### src/design/taubin_uniform_mesh_smoother_unit_assert.svh
// Assertion macros for the Taubin mesh smoother.
// Each macro expects clk and rst_n in the scope of its use.
`ifndef TAUBIN_UNIFORM_MESH_SMOOTHER_UNIT_ASSERT_SVH
`define TAUBIN_UNIFORM_MESH_SMOOTHER_UNIT_ASSERT_SVH

// Same-cycle implication.
`define TUMS_ASSERT_NOW(lbl, ante, cons, msg) \
    lbl: assert property (@(posedge clk) disable iff (!rst_n) (ante) |-> (cons)) \
        else $error(msg);

// Next-cycle implication.
`define TUMS_ASSERT_NEXT(lbl, ante, cons, msg) \
    lbl: assert property (@(posedge clk) disable iff (!rst_n) (ante) |=> (cons)) \
        else $error(msg);

`endif

### src/design/tums_pkg.sv
// Shared types, field widths, codes and helpers of the Taubin mesh smoother.
// No dependencies.
`timescale 1ns / 1ps

package tums_pkg;

    localparam int MAX_NODES_DEF  = 1024;
    localparam int MAX_DEGREE_DEF = 8;

    localparam int CMD_W      = 2;
    localparam int IDX_W      = 10;
    localparam int COORD_W    = 32;
    localparam int GAIN_W     = 16;
    localparam int PAIRS_W    = 10;
    localparam int NCOUNT_W   = 11;
    localparam int STATUS_W   = 2;
    localparam int DEG_W      = 4;
    localparam int CFG_ADDR_W = 2;
    localparam int CFG_DATA_W = 16;
    localparam int IN_DATA_W  = 120;
    localparam int OUT_DATA_W = 96;
    localparam int POS_W      = 3 * COORD_W;
    localparam int LANES      = 3;
    localparam int SUM_W      = 37;
    localparam int PROD_W     = 48;
    localparam int FRAC_SHIFT = 14;
    localparam int DIV_CNT_W  = 6;
    localparam int PASS_W     = PAIRS_W + 1;

    localparam logic [GAIN_W-1:0]   LAMBDA_RST = 16'd10333;
    localparam logic [GAIN_W-1:0]   MU_RST     = 16'hD4EC;
    localparam logic [PAIRS_W-1:0]  PAIRS_RST  = 10'd50;
    localparam logic [NCOUNT_W-1:0] COUNT_RST  = 11'd0;

    typedef enum logic [CMD_W-1:0] {
        CMD_WRITE = 2'd0,
        CMD_ADD   = 2'd1,
        CMD_RUN   = 2'd2,
        CMD_READ  = 2'd3
    } cmd_t;

    typedef enum logic [STATUS_W-1:0] {
        STATUS_OK    = 2'd0,
        STATUS_RANGE = 2'd1,
        STATUS_FULL  = 2'd2
    } status_t;

    typedef enum logic [CFG_ADDR_W-1:0] {
        REG_LAMBDA = 2'd0,
        REG_MU     = 2'd1,
        REG_PAIRS  = 2'd2,
        REG_COUNT  = 2'd3
    } cfg_reg_t;

    typedef enum logic [3:0] {
        S_CLEAR,
        S_IDLE,
        S_EXEC,
        S_RDWAIT,
        S_DEG,
        S_DEGW,
        S_NB,
        S_NBW,
        S_POSW,
        S_DIVGO,
        S_DIV,
        S_UPD_RD,
        S_UPD_WAIT,
        S_UPD_MUL,
        S_UPD_ACC,
        S_UPD_WR
    } state_t;

    typedef struct packed {
        logic                            start;
        logic [DEG_W-1:0]                divisor;
        logic [LANES-1:0][SUM_W-1:0]     dividend;
    } div_req_t;

    typedef struct packed {
        logic                            done;
        logic [LANES-1:0][SUM_W-1:0]     quot;
    } div_rsp_t;

    function automatic logic [COORD_W-1:0] sat_coord(input logic signed [SUM_W-1:0] v);
        logic signed [SUM_W-1:0] hi;
        logic signed [SUM_W-1:0] lo;
        hi = {{(SUM_W-COORD_W+1){1'b0}}, {(COORD_W-1){1'b1}}};
        lo = {{(SUM_W-COORD_W+1){1'b1}}, {(COORD_W-1){1'b0}}};
        if (v > hi)
            return hi[COORD_W-1:0];
        else if (v < lo)
            return lo[COORD_W-1:0];
        else
            return v[COORD_W-1:0];
    endfunction

endpackage

### src/design/tums_div.sv
// Three-lane restoring divider, one quotient bit per cycle, truncating toward zero.
// Depends on tums_pkg.
`timescale 1ns / 1ps

module tums_div (
    input  logic               clk,
    input  logic               rst_n,
    input  tums_pkg::div_req_t req,
    output tums_pkg::div_rsp_t rsp
);

    import tums_pkg::*;

    logic                 busy_reg;
    logic                 done_reg;
    logic [DIV_CNT_W-1:0] cnt_reg;
    logic [DEG_W-1:0]     d_reg;
    logic [SUM_W-1:0]     q_reg   [LANES];
    logic [DEG_W-1:0]     r_reg   [LANES];
    logic                 neg_reg [LANES];

    logic [SUM_W-1:0]     q_next  [LANES];
    logic [DEG_W-1:0]     r_next  [LANES];
    logic [SUM_W-1:0]     mag     [LANES];
    logic [DEG_W:0]       trial   [LANES];
    logic                 fit     [LANES];

    always_comb
    begin
        for (int l = 0; l < LANES; l++)
        begin
            mag[l]    = req.dividend[l][SUM_W-1] ? (~req.dividend[l] + 1'b1)
                                                 : req.dividend[l];
            trial[l]  = {r_reg[l], q_reg[l][SUM_W-1]};
            fit[l]    = trial[l] >= {1'b0, d_reg};
            r_next[l] = fit[l] ? DEG_W'(trial[l] - {1'b0, d_reg}) : trial[l][DEG_W-1:0];
            q_next[l] = {q_reg[l][SUM_W-2:0], fit[l]};
            rsp.quot[l] = neg_reg[l] ? (~q_reg[l] + 1'b1) : q_reg[l];
        end
        rsp.done = done_reg;
    end

    always_ff @(posedge clk or negedge rst_n)
    begin
        if (!rst_n)
        begin
            busy_reg <= 1'b0;
            done_reg <= 1'b0;
            cnt_reg  <= '0;
        end
        else
        begin
            done_reg <= 1'b0;
            if (req.start)
            begin
                busy_reg <= 1'b1;
                cnt_reg  <= DIV_CNT_W'(SUM_W);
            end
            else if (busy_reg)
            begin
                cnt_reg <= cnt_reg - 1'b1;
                if (cnt_reg == DIV_CNT_W'(1))
                begin
                    busy_reg <= 1'b0;
                    done_reg <= 1'b1;
                end
            end
        end
    end

    always_ff @(posedge clk)
    begin
        if (req.start)
        begin
            d_reg <= req.divisor;
            for (int l = 0; l < LANES; l++)
            begin
                q_reg[l]   <= mag[l];
                r_reg[l]   <= '0;
                neg_reg[l] <= req.dividend[l][SUM_W-1];
            end
        end
        else if (busy_reg)
        begin
            for (int l = 0; l < LANES; l++)
            begin
                q_reg[l] <= q_next[l];
                r_reg[l] <= r_next[l];
            end
        end
    end

endmodule

### config.mk
export PLATFORM = sky130hd
export DESIGN_NAME = tums_div
export DESIGN_NICKNAME = d
export VERILOG_FILES = /design/src/design/taubin_uniform_mesh_smoother_unit_assert.svh /design/src/design/tums_pkg.sv /design/src/design/tums_div.sv
export SDC_FILE = /design/constraint.sdc
export NUM_CORES = 1
export LEC_CHECK = 0
export ABC_AREA = 1
export BUFFER_PORTS_ARGS = -buffer_cell sky130_fd_sc_hd__buf_2
export CAP_MARGIN = 20
export CORE_ASPECT_RATIO = 1.25
export CORE_MARGIN = 2
export CORE_UTILIZATION = 45
export DETAILED_ROUTE_END_ITERATION = 12
export GPL_TIMING_DRIVEN = 0
export PLACE_DENSITY = 0.67
export SYNTH_ARGS = -nofsm -noshare
export SYNTH_HDL_FRONTEND = slang
export SYNTH_SLANG_ARGS = --single-unit
### constraint.sdc
create_clock -name clk -period 5.1 [get_ports clk]
set_input_delay 1.02 -clock clk [delete_from_list [all_inputs] [get_ports clk]]
set_output_delay 1.02 -clock clk [all_outputs]
set_load 0.01 [all_outputs]
======== Word-level counts from Yosys, hierarchy flattened ========
Memories as Yosys holds them, arrays and structs flattened.
Index checks and enable logic that the tools add are counted.
word-level totals
  flip-flop bits (word level) ............. 12
  memory bits (writable) .................. 126
  bits of input ports ..................... 118
  output and inout port bits .............. 112
  logic and storage cells ................. 62
  memories kept ........................... 3
operators by class
  add/sub/neg operators ................... 10
  order comparisons ....................... 3
  equal/unequal tests ..................... 1
  mux-type cells .......................... 28
  bitwise gates (word level) .............. 12
  reductions and logical operators ........ 1
memory list
  memory   words  width  read ports  clocked after memory_dff  write ports  line            text
  q_reg    3      37     3           0                         3            tums_div.sv:18  logic [SUM_W-1:0] q_reg [LANES];
  r_reg    3      4      3           0                         3            tums_div.sv:19  logic [DEG_W-1:0] r_reg [LANES];
  neg_reg  3      1      3           0                         3            tums_div.sv:20  logic neg_reg [LANES];
operators with widths
  kind                   count
  $mux 37                9
  $add 37x1->37 const B  6
  $not 37->37            6
  $mux 4                 6
  $ge 5x4->1             3
  $mux 6                 2
  $sub 4x4->4            3
  $mux 1                 11
  $eq 6x1->1 const B     1
  $or 1x1->1             6
  $sub 6x1->6 const B    1
  $reduce_bool 2->1      1

======== Logic depth before layout (Yosys ltp) ========
Gate-level depths: netlist of the first run.
  word-level depth ........................ 4
  gate-level depth with buffers ........... 11

======== Least setup slack after synthesis of the first run ========
Ideal clock, no wire load.
  kind .................................... in2reg
  start ................................... in req[115] (netlist bit)
  end ..................................... mem q_reg[0][0] (enable)
  library setup time ...................... 0.489 ns
  arrival time ............................ 3.726 ns
  data required time ...................... 4.611 ns
  setup slack ............................. 0.884 ns
  stages on the path ...................... 2
  cell sequence ........................... inv_1 -> nand2_1
RTL lines
  element          line            text
  start, declared  tums_div.sv:8   input tums_pkg::div_req_t req,
  end, declared    tums_div.sv:18

==> results.py, run 1 <==
metrics = {
    "routing": {
        "via_per_inst": 5.410,
        "vias": 13860,
        "drc": 0,
        "drtPass1Iterations": 6,
        "drt-wirelength-per-cell_um": 17.83,
        "ant_nets": 0,
        "wl_mm": 45.68,
        "drtIter0Drc": 1049,
    },
    "timing": {
        "fin_crit_ps": 3448,
        "hold_violations": 0,
        "slew_headroom_pct": 45.79,
        "worstMarginPinSlew_ps": 813.1,
        "finalSetupViolations": 0,
        "clock_skew_ps": 8.976,
        "tns_ps": 0,
        "rsz0062_at_grt": "no",
        "slew_viol_final": 0,
        "period_share_pct": 67.61,
        "setup_slack_ps": 1652,
        "max_freq_ghz": 0.2900,
    },
    "power": {
        "leakagePower_nw": 7.152,
        "p_per_area_nw_per_um2": 327.5,
        "ir_drop_mv": 0.1928,
        "power_w": 0.004983,
    },
    "clock_network": {
        "clk_pin_slew_ps": 60,
        "clockBufferDepth": 2,
        "numCtsBuffers": 17,
        "clk-insertion-delay-late_ps": 430,
        "holdBufCountCts": 0,
        "cts_resized": 0,
        "h-tree-depth": 4,
        "clock_sinks": 138,
        "tritoncts": "built",
        "cts_root_buffer": "clkbuf_16",
        "post_cts_buffers": 0,
    },
    "placed_design": {
        "dp_hpwl_mm": 37.24,
        "post-place-ws_ps": 2118,
        "post-place-cells": 2529,
        "gp_congestion": 0.9804,
        "io_buffers": 229,
    },
    "grt": {
        "grt_pass1_wl_mm": 70.68,
        "antenna_found_initial": 1,
        "track_usage_pct": 30.28,
        "grt_max_degree": 45,
        "grt_pass1_vias": 13230,
        "grt_overflow": 0,
    },
    "floorplanning": {
        "rows": 69,
        "start_util_pct": 45.54,
        "die_h_um": 193.3,
        "pin_count": 230,
        "die_area_um2": 30040,
        "core_area_um2": 28320,
        "die_w_um": 155.4,
    },
    "synthesis": {
        "synthCells": 1943,
        "syn_area_um2": 12900,
        "synth.distinct_cells": 47,
        "synth_ff_type": "edfxtp_1",
        "synth.largest_area_cell": "edfxtp_1",
        "synthTopCellsByArea": "edfxtp_1 (30%), nand2_1 (16%), nand3_1 (8.2%)",
        "synth_common_cells": "nand2_1 (556), nor2_1 (267), nand3_1 (211), inv_1 (200), edfxtp_1 (130)",
        "ys_ff_latch": 138,
        "synth_enable_flop_cells": 130,
        "syn-mean-instance-area_um2": 6.637,
        "synthArstFlopShare_pct": 5.797,
        "ys_seq_area_share_pct": 31.82,
        "yosysWarnings": 0,
        "syn_nets": 2084,
        "synth_top_area_share_pct": 30.27,
        "post-synth-top-count-cell": "nand2_1",
    },
    "cells_and_area": {
        "nNetsFinal": 2334,
        "largest_reg_flops": 111,
        "layout-drive-gt1-share_pct": 17.09,
        "final_core_util_pct": 53.73,
        "synthToLayoutAreaGrowth_pct": 17.99,
        "final_cell_count_no_fill": 2562,
        "fill_cells": 2883,
    },
    "worst_setup_path": {
        "crit_path_start_kind": "flip-flop",
        "worst_ep_required_time_ps": 4080,
        "arrival_ps": 2430,
        "crit_fanout": 4,
        "endpoint_kind": "output pin",
        "critical_path_class": "flip-flop to output pin",
    },
    "worst_hold_path": {
        "hold_class": "input pin to asynchronous set/reset pin",
    },
    "run_status": {
        "status": "completed",
    },
    "flow_run": {
        "cap_violations": 0,
    },
}
## layout by cell type, fill, tap and decap left out, types with 2 or more instances in the layout
cell / count
o22ai_1: 3
clkinvlp_4: 2
a21oi_1: 22
o21ai_1: 37
o21ai_2: 8
nand2_2: 13
ha_1: 20
clkinv_1: 3
xor2_1: 85
nor2_2: 21
nand3b_1: 16
clkbuf_16: 17
or2_0: 2
nor2_4: 13
o31ai_1: 2
xnor2_1: 26
inv_1: 200
a31oi_1: 3
buf_12: 2
inv_2: 7
nand2_4: 5
fa_1: 3
o21ai_0: 124
nand3_2: 3
nor3_1: 18
bufinv_16: 7
o21bai_1: 5
a21o_1: 3
nand3_1: 211
nand2_1: 555
nor2_1: 267
o211ai_1: 7
dfrtp_1: 8
clkbuf_1: 16
edfxtp_1: 130
nand4_1: 58
or2_2: 2
buf_2: 261
buf_4: 6
## per-stage QoR
step,instance area (µm²),hold slack [ps]
6_report,15220,441.1
3_3_place_gp,14490,478.9
2_1_floorplan,12900,458.6
4_1_cts,15210,429.7
3_5_place_dp,14530,493.8
5_1_grt,15210,432.8
## cell families after synthesis
| kind of cell | count (synthesis) | share of synthesized area [%] |
|---|---|---|
| AOI/OAI and AO/OA | 217 | 9.237 |
| xor gates and xnor gates | 112 | 7.665 |
| adders and majority gates | 23 | 2.406 |
| and+or+nand+nor | 1191 | 40.75 |
| DFF | 138 | 31.82 |
| buffers and inverters | 262 | 8.121 |
## final cells by class
class / count / area (µm²) / area share (%)
Multi-Input combinational cell: 1543 / 7752 / 50.95
Sequential cell: 138 / 4104 / 26.97
Timing Repair Buffer: 231 / 1186 / 7.795
Inverter: 207 / 777.0 / 5.107
Tap cell: 355 / 444.2 / 2.919
Clock buffer: 18 / 429.2 / 2.821
Buffer: 55 / 270.3 / 1.776
Clock inverter: 14 / 250.2 / 1.645
Antenna cell: 1 / 2.502 / 0.01645
## power breakdown
| part | switching (W) | total, W | leakage, nW | internal (W) |
|---|---|---|---|---|
| combinational | 0.00119 | 0.00184 | 5.31 | 0.000643 |
| clock | 0.000495 | 0.00146 | 0.323 | 0.000961 |
| sequential | 0.000191 | 0.00169 | 1.52 | 0.00150 |
| total | 0.00188 | 0.00498 | 7.15 | 0.00310 |
## critical path: stages (launching register included)
cell      delay, ps
edfxtp_1        460
inv_1           170
ha_1            210
nand2_2          90
nor2_4          150
nand2_2          80
o21ai_2         270
nand2_1         100
xor2_1          270
buf_2           200
## routing by layer
layer | track usage, % | vias up | wire [µm]
met5 | 0 | - | 10
met1 | 37.46 | 6362 | 18620
met3 | 3.741 | 90 | 2803
li1 | - | 6889 | -
met4 | 14.37 | 2 | 2085
met2 | 52.13 | 518 | 22170
## final timing paths
check	startpoint	end	slack [ps]	cells past startpoint
setup / recovery	q_reg[0][37]	rsp[63]	1650	9
hold / removal	rst_n	done_reg	440	1
setup reg to reg	d_reg[1]	q_reg[0][0]	2840	8
hold reg to reg	cnt_reg[5]	cnt_reg[5]	500	1
max in group asynchronous	rst_n	cnt_reg[4]	4470	1
min in group clk	cnt_reg[5]	cnt_reg[5]	500	1
(Power assumes the default switching activity.)
==> run 2: changes to the inputs <==
==> constraint.sdc (replaced) <==
create_clock -name clk -period 3.6 [get_ports clk]
set_input_delay 0.72 -clock clk [delete_from_list [all_inputs] [get_ports clk]]
set_output_delay 0.72 -clock clk [all_outputs]
set_load 0.01 [all_outputs]
==> run 2 against run 1 <==
  * Clock power increased by 26%
  * Core utilization down 0.27 points
  * Hold slack got worse by 310 ps
  * Flip-flop and latch count stayed put
  * Power grew 37%
  * Cell area down 0.50%
  * Register-to-register slack got worse by 1500 ps
  * Via count is 0.71% higher
  * Critical path depth stayed put
  * Sequential power grew 41%
  * Critical path type unchanged
  * Highest routed layer is now met4
==> results.py, run 2 (same netlist as run 1, synthesis figures left out) <==
metrics = {
    "power": {
        "ir_drop_mv": 0.2225,
        "leakagePower_nw": 7.110,
        "p_per_area_nw_per_um2": 451.1,
    },
    "routing": {
        "drtPass1Iterations": 7,
        "drtIter0Drc": 1021,
        "ant_nets": 0,
        "drt-wirelength-per-cell_um": 17.81,
        "wl_mm": 45.60,
        "drc": 0,
        "vias": 13960,
        "via_per_inst": 5.453,
    },
    "timing": {
        "slew_headroom_pct": 44.88,
        "rsz0062_at_grt": "no",
        "period_share_pct": 87.84,
        "hold_violations": 0,
        "hold_ws_ps": 129.3,
        "max_freq_ghz": 0.3162,
        "slew_viol_final": 0,
        "clock_skew_ps": 7.890,
        "finalSetupViolations": 0,
        "fin_crit_ps": 3162,
        "worstMarginPinSlew_ps": 826.8,
    },
    "placed_design": {
        "post-place-cells": 2528,
        "io_buffers": 229,
        "dp_hpwl_mm": 37.13,
        "gp_congestion": 0.9585,
        "placedInstanceArea_um2": 14530,
    },
    "worst_setup_path": {
        "critPathCapture": "rsp[63]",
        "rr_endpoint": "q_reg[0][0]",
        "startpoint": "q_reg[0][37]",
        "arrival_ps": 2440,
        "r2r_setup_slack_ps": 1380,
        "slowest_delay_ps": 480,
        "reg2reg_depth": 8,
        "regToRegStartpoint": "d_reg[1]",
        "crit_fanout": 4,
        "endpoint_kind": "output pin",
        "slowest_stage": "edfxtp_1",
        "cp_cell_sequence": "inv_1, ha_1, nand2_2, nor2_4, nand2_2, o21ai_2, nand2_1, xor2_1, buf_2",
        "worst_ep_required_time_ps": 2880,
        "critical_path_class": "flip-flop to output pin",
        "crit_path_start_kind": "flip-flop",
        "cp_common_cell": "nand2_2",
    },
    "clock_network": {
        "holdBufCountCts": 0,
        "clk_pin_slew_ps": 60,
        "cts_root_buffer": "clkbuf_16",
        "clk-insertion-delay-late_ps": 430,
        "clock_sinks": 138,
        "tritoncts": "built",
        "h-tree-depth": 4,
        "post_cts_buffers": 0,
        "numCtsBuffers": 17,
        "cts_resized": 0,
        "clockBufferDepth": 2,
    },
    "floorplanning": {
        "die_area_um2": 30040,
        "rows": 69,
        "core_area_um2": 28320,
        "die_h_um": 193.3,
        "start_util_pct": 45.54,
        "pin_count": 230,
        "die_w_um": 155.4,
    },
    "run_status": {
        "status": "completed",
    },
    "cells_and_area": {
        "largest_reg_flops": 111,
        "final_common_cell": "nand2_1",
        "final_cell_mix": "nand2_1 (555), nor2_1 (267), buf_2 (261)",
        "final_cell_count_no_fill": 2560,
        "layout-drive-gt1-share_pct": 17.15,
        "fill_cells": 2919,
        "nNetsFinal": 2333,
        "register_area_um2": 4104,
        "multi_input_area_um2": 7761,
        "fin_area_um2": 15140,
        "synthToLayoutAreaGrowth_pct": 17.40,
    },
    "grt": {
        "grt_pass1_vias": 13200,
        "grt_max_degree": 102,
        "antenna_found_initial": 0,
        "grt_pass1_wl_mm": 70.08,
        "grt_overflow": 0,
        "track_usage_pct": 30.14,
    },
    "flow_run": {
        "cap_violations": 0,
    },
    "worst_hold_path": {
        "hold_class": "input pin to asynchronous set/reset pin",
    },
}
[run 2: cell count changes in the layout (fill, tap and decap cells not counted), sizes merged]
| cell | before | now |
|---|---|---|
| buf | 270 | 269 |
| clkinv | 5 | 7 |
| bufinv | 7 | 4 |
[run 2: where the power goes]
part	leakage [nW]	switching, W	internal [W]
combinational	5.29	0.00168	0.000910
sequential	1.52	0.000271	0.00212
clock	0.295	0.000692	0.00115
total	7.11	0.00265	0.00418
[run 2: final cells by class]
class / count / area share [%]
Timing Repair Buffer: 230 / 7.752
Tap cell: 355 / 2.934
Clock buffer: 18 / 2.835
Clock inverter: 13 / 1.174
Buffer: 55 / 1.785
Multi-Input combinational cell: 1543 / 51.26
Inverter: 207 / 5.132
Antenna cell: 1 / 0.01653
Sequential cell: 138 / 27.11
[run 2: how the worst min path moves through the flow]
stage / start / slack, ps / cells after the start / endpoint
2_1_floorplan: rst_n / 420 / 0 / busy_reg
3_3_place_gp: cnt_reg[5] / 480 / 1 / cnt_reg[5]
3_5_place_dp: cnt_reg[5] / 490 / 1 / cnt_reg[5]
4_1_cts: rst_n / 130 / 1 / done_reg
5_1_grt: rst_n / 140 / 1 / done_reg
6_report: rst_n / 130 / 1 / done_reg
[run 2: critical path: cells and delay by family (launching register included)]
family	cells	cell delay, ps
adders and majority gates	1	210
and+or+nand+nor	4	430
AOI/OAI and AO/OA	1	260
buffers and inverters	2	370
xor gates and xnor gates	1	260
DFF	1	480
[run 2: metal layers]
layer	up-vias	wire length, µm	global-route usage [%]
li1	6893	-	-
met1	6418	18660	37.89
met2	537	21780	50.57
met3	111	2712	3.159
met4	0	2440	16.51
met5	-	0	0
[run 2: through the flow]
step                      worst slack [ps]  util [%]  setup TNS [ps]  total power [W]
after floorplan                      905.0         -               0         0.003994
after global placement              -358.9     51.17          -43750         0.004946
after detailed placement             862.9     51.31               0         0.004989
after CTS                            430.2     53.46               0         0.006827
after global routing                 310.9     53.46               0         0.007226
final                                437.8     53.46               0         0.006829
